===== config.mk =====
export PLATFORM = sky130hd
export DESIGN_NAME = svm_mul
export DESIGN_NICKNAME = d
export VERILOG_FILES = /design/src/rtl/svm_pkg.sv /design/src/rtl/svm_mul.sv
export SDC_FILE = /design/constraint.sdc
export NUM_CORES = 1
export LEC_CHECK = 0
export BUFFER_PORTS_ARGS = -buffer_cell sky130_fd_sc_hd__buf_2
export CAP_MARGIN = 20
export CORE_MARGIN = 8
export CORE_UTILIZATION = 30
export CTS_CLUSTER_SIZE = 20
export DETAILED_ROUTE_END_ITERATION = 6
export MAX_ROUTING_LAYER = met4
export PLACE_DENSITY = 0.48
export SETUP_SLACK_MARGIN = 0.02
export SYNTH_ARGS = -nofsm -noshare
export SYNTH_HDL_FRONTEND = slang
export SYNTH_SLANG_ARGS = --single-unit

===== constraint.sdc =====
create_clock -name clk_i -period 9.2 [get_ports clk_i]
set_clock_uncertainty 0.15 [all_clocks]
set_input_delay 1.38 -clock clk_i [delete_from_list [all_inputs] [get_ports clk_i]]
set_output_delay 1.38 -clock clk_i [all_outputs]
set_load 0.02 [all_outputs]

===== src/rtl/svm_pkg.sv =====
// Shared types and constants for the sample voice mixer.
// No dependencies.
`timescale 1ns / 1ps
`default_nettype none

package svm_pkg;

  // Operand and product widths of the shared multiplier
  localparam int MUL_W  = 18;
  localparam int PROD_W = 2 * MUL_W;

  // Item mode codes
  localparam logic [2:0] MODE_LOAD   = 3'd0;
  localparam logic [2:0] MODE_PLAY   = 3'd1;
  localparam logic [2:0] MODE_STOP   = 3'd2;
  localparam logic [2:0] MODE_VOLUME = 3'd3;
  localparam logic [2:0] MODE_PAN    = 3'd4;
  localparam logic [2:0] MODE_LOOPS  = 3'd5;
  localparam logic [2:0] MODE_TICK   = 3'd6;

  localparam logic [16:0] UNITY_Q15  = 17'd32768;
  localparam logic [12:0] MAX_REGION = 13'd4096;
  localparam int          MIX_MAX    = 524287;
  localparam int          MIX_MIN    = -524288;

  typedef enum logic [3:0] {
    ST_IDLE,
    ST_MOD_Q,
    ST_MOD_R,
    ST_APPLY,
    ST_VOICE,
    ST_GAIN_L,
    ST_GAIN_R,
    ST_MUL_L,
    ST_MUL_R,
    ST_DONE
  } svm_state_e;

endpackage

`default_nettype wire


===== src/rtl/svm_mul.sv =====
// Shared signed 18x18 multiplier with a registered product.
// Depends on svm_pkg for operand widths.
`timescale 1ns / 1ps
`default_nettype none

module svm_mul (
  input  wire logic                               clk_i,
  input  wire logic signed [svm_pkg::MUL_W-1:0]   a_i,
  input  wire logic signed [svm_pkg::MUL_W-1:0]   b_i,
  output logic signed      [svm_pkg::PROD_W-1:0]  prod_o
);
  import svm_pkg::*;

  always_ff @(posedge clk_i) begin
    prod_o <= a_i * b_i;
  end

endmodule

`default_nettype wire


==> results.md <==
- Placed insts: 1958
- Final instance area: 14000 µm²
- Async set or reset register ratio after synthesis: 0%
- Post_cts resized: 0
- Cell count after synthesis: 1378
- Critical path, cell by cell: buf_2 -> nand2_1 -> fa_1 -> inv_1 -> fa_1 -> fa_1 -> fa_1 -> fa_1 -> inv_1 -> fa_1 -> inv_1 -> ha_1 -> and3_1 -> and4_1 -> o211ai_1 -> o211ai_1 -> o41ai_1 -> o2111ai_1 -> a21oi_1 -> xnor2_1
- Crit path launch type: primary input
- Largest net degree at the start of global routing: 20
- CP max stage delay: 860 ps
- Buffers on Ports: 72
- Max-slew headroom: 54.8%
- Die width: 223 µm
- Largest Register: prod_o
- Layout Nets: 1878
- Clock Path Buffers: 2
- Placed instance area: 13800 µm²
- Max reg flops: 36
- Drt drc: 0
- Synthesis Warnings: 0
- Hold path cells: 2
- Final worst path period share: 86.9%
- Post-CTS Setup Inserts: 0
- GRT overflow: 0
- RSZ-0062 raised after global routing: no
- Synthesized net count: 1837
- Avg Vias per Cell: 4.48
- EDFF count, synth: 0
- Clock sink count: 36
- Hold WC Path Type: primary input to flop
- Req. time, crit path: 9290 ps
- Fmax: 125 MHz
- Gpl congestion: 0.799
- Fin util: 32.7%
- Worst path slowest cell: fa_1
- Hold_buf cts: 0
- Number of antenna diodes: 0
- Rows: 76
- Layout cells sized above 1: 6.90%
- Largest registers: prod_o x36
- Core Area: 42800 µm²
- Gr usage total: 14.9%
- Syn avg cell area: 9.37 µm²
- Top_reg_cell synth: dfxtp_1
- Distinct cells, synth: 48
- Io pins: 73
- Crit path DAT: 8090 ps
- Status: complete, no violations
- DR iter-0 viols: 466
- WL final: 34200 µm
- Drt first pass iters: 5
- Vias post-DR: 8806
- Setup CP Type: primary input to flop
- Crit path capture type: flop
- Die Y: 223 µm
- CP Max Fanout: 18
- CTS Buf Count: 5
- Worst Hold Path EP: prod_o[0]
- H-tree depth: 2
- Hold Vio Cnt, Final: 0
- Starting Density: 30.2%
- Mapped Area: 12900 µm²
- Clock transition at path regs: 60 ps
- Final Non-Filler Cells: 1966
- Max Cap Violations: 0
- Minimum clock period: 8000 ps
- Area delta synth->final: 8.47%
- Sum Neg Setup Slack: 0 ps
- Routed Antenna Nets: 0
- Slew Limit Fails: 0
- Clk root buf: clkbuf_16
- CTS tree: yes
- Crit path from: b_i[3]
- Worst Max-Slew Pin Slew: 672 ps
- Post-detail-place hpwl: 29200 µm
- First-pass GRT wire length: 55800 µm
- Most used cell, CP: fa_1
- WL/cell: 17.4 µm
- Register area share after synthesis: 5.58%
- Die ar.: 49900 µm²
- Yosys reg bits: 36
- Initial antenna violation count: 0
- Hold path startpoint: a_i[0]
- Number of global-route vias before repair: 9574
- Final setup fails: 0
-- layer usage --
layer  GRT usage (%)  up-vias  part of all wire, %  wire (µm)
met4            3.38        0                  1.7        584
li1                -     4056                    -          -
met5               -        -                    0          0
met3            1.83       25                  3.5       1210
met1            20.5     4577                   47      16200
met2            23.4      148                   47      16200
-- placed cells by master (no fill, tap or decap), types with 2 or more instances in the layout --
master,count
a2111oi_2,2
a211o_1,3
a211oi_1,2
a21boi_0,3
a21o_1,8
a21oi_1,20
a21oi_2,2
a31oi_1,5
and2_1,163
and4_1,2
buf_2,72
buf_4,6
clkbuf_16,5
dfxtp_1,36
fa_1,329
ha_1,93
inv_1,371
nand2_1,157
nand2b_1,9
nand3_1,6
nand4_1,2
nor2_1,18
nor2b_1,17
nor3_1,5
o2111ai_1,2
o211ai_1,5
o21ai_0,15
o21bai_1,5
or2_2,2
xnor2_1,32
xor2_1,2
-- stage by stage --
stage	hold WS, ps	setup WS [ps]
4_1_cts	1320	1160
3_5_place_dp	1650	861
2_1_floorplan	1350	1640
6_report	1340	1200
3_3_place_gp	1650	889
5_1_grt	1370	737
-- worst max-delay path, delay by kind of cell --
kind	cells	cell delay, ps
XOR/XNOR	1	130
AO/OA/AOI/OAI	5	1390
buffers and inverters	4	600
AND/OR/NAND/NOR	3	700
adder cells (fa/ha/maj)	7	3870
-- cells in the mapped netlist (2+ instances only) --
library cell	n	area, µm²
nand3_1	6	30.0
nor2b_1	17	106
or2_2	2	12.5
a31oi_1	5	31.3
a211oi_1	2	15.0
a21oi_1	20	100
o21ai_0	15	75.1
nand2b_1	9	56.3
a21oi_2	2	17.5
o211ai_1	5	37.5
o2111ai_1	2	17.5
o21bai_1	5	37.5
fa_1	329	6590
and4_1	2	17.5
a211o_1	3	26.3
xnor2_1	32	280
xor2_1	2	17.5
nand4_1	2	12.5
nor2_1	18	67.6
dfxtp_1	36	721
inv_1	371	1390
clkbuf_1	44	165
ha_1	93	1160
a21boi_0	3	22.5
and2_1	163	1020
a21o_1	8	60.1
nor3_1	5	25.0
nand2_1	157	589
-- worst max-delay path by stage --
stage                 endpoint  cells after the start  slack, ps
finish              prod_o[35]                     20       1200
global placement    prod_o[35]                     24        890
CTS                 prod_o[35]                     20       1160
detailed placement  prod_o[35]                     20        860
floorplan           prod_o[35]                     25       1640
global route        prod_o[35]                     24        740
-- cell families (layout without fill, tap and decap cells) --
| logic type | count (synthesis) | in the layout | synth area share, % |
|---|---|---|---|
| and+or+nand+nor | 387 | 387 | 15.4 |
| xor gates and xnor gates | 34 | 34 | 2.31 |
| AOI/OAI and AO/OA | 82 | 82 | 4.48 |
| DFF | 36 | 36 | 5.58 |
| buffers and inverters | 415 | 457 | 12.1 |
| adders and majority gates | 422 | 422 | 60.0 |
| muxes | 2 | 2 | 0.165 |
-- area by class of cell --
| class | count | area [µm²] |
|---|---|---|
| fill | 4532 | 28800 |
| multi-input combinational | 927 | 10600 |
| inverter | 371 | 1390 |
| sequential | 36 | 721 |
| tap | 546 | 683 |
| timing repair buffer | 78 | 405 |
| clock buffer | 6 | 129 |
| clock inverter | 2 | 35.0 |
Power is not shown: default switching activity piles up to over one toggle a cycle in this logic, so the estimate is an artifact.
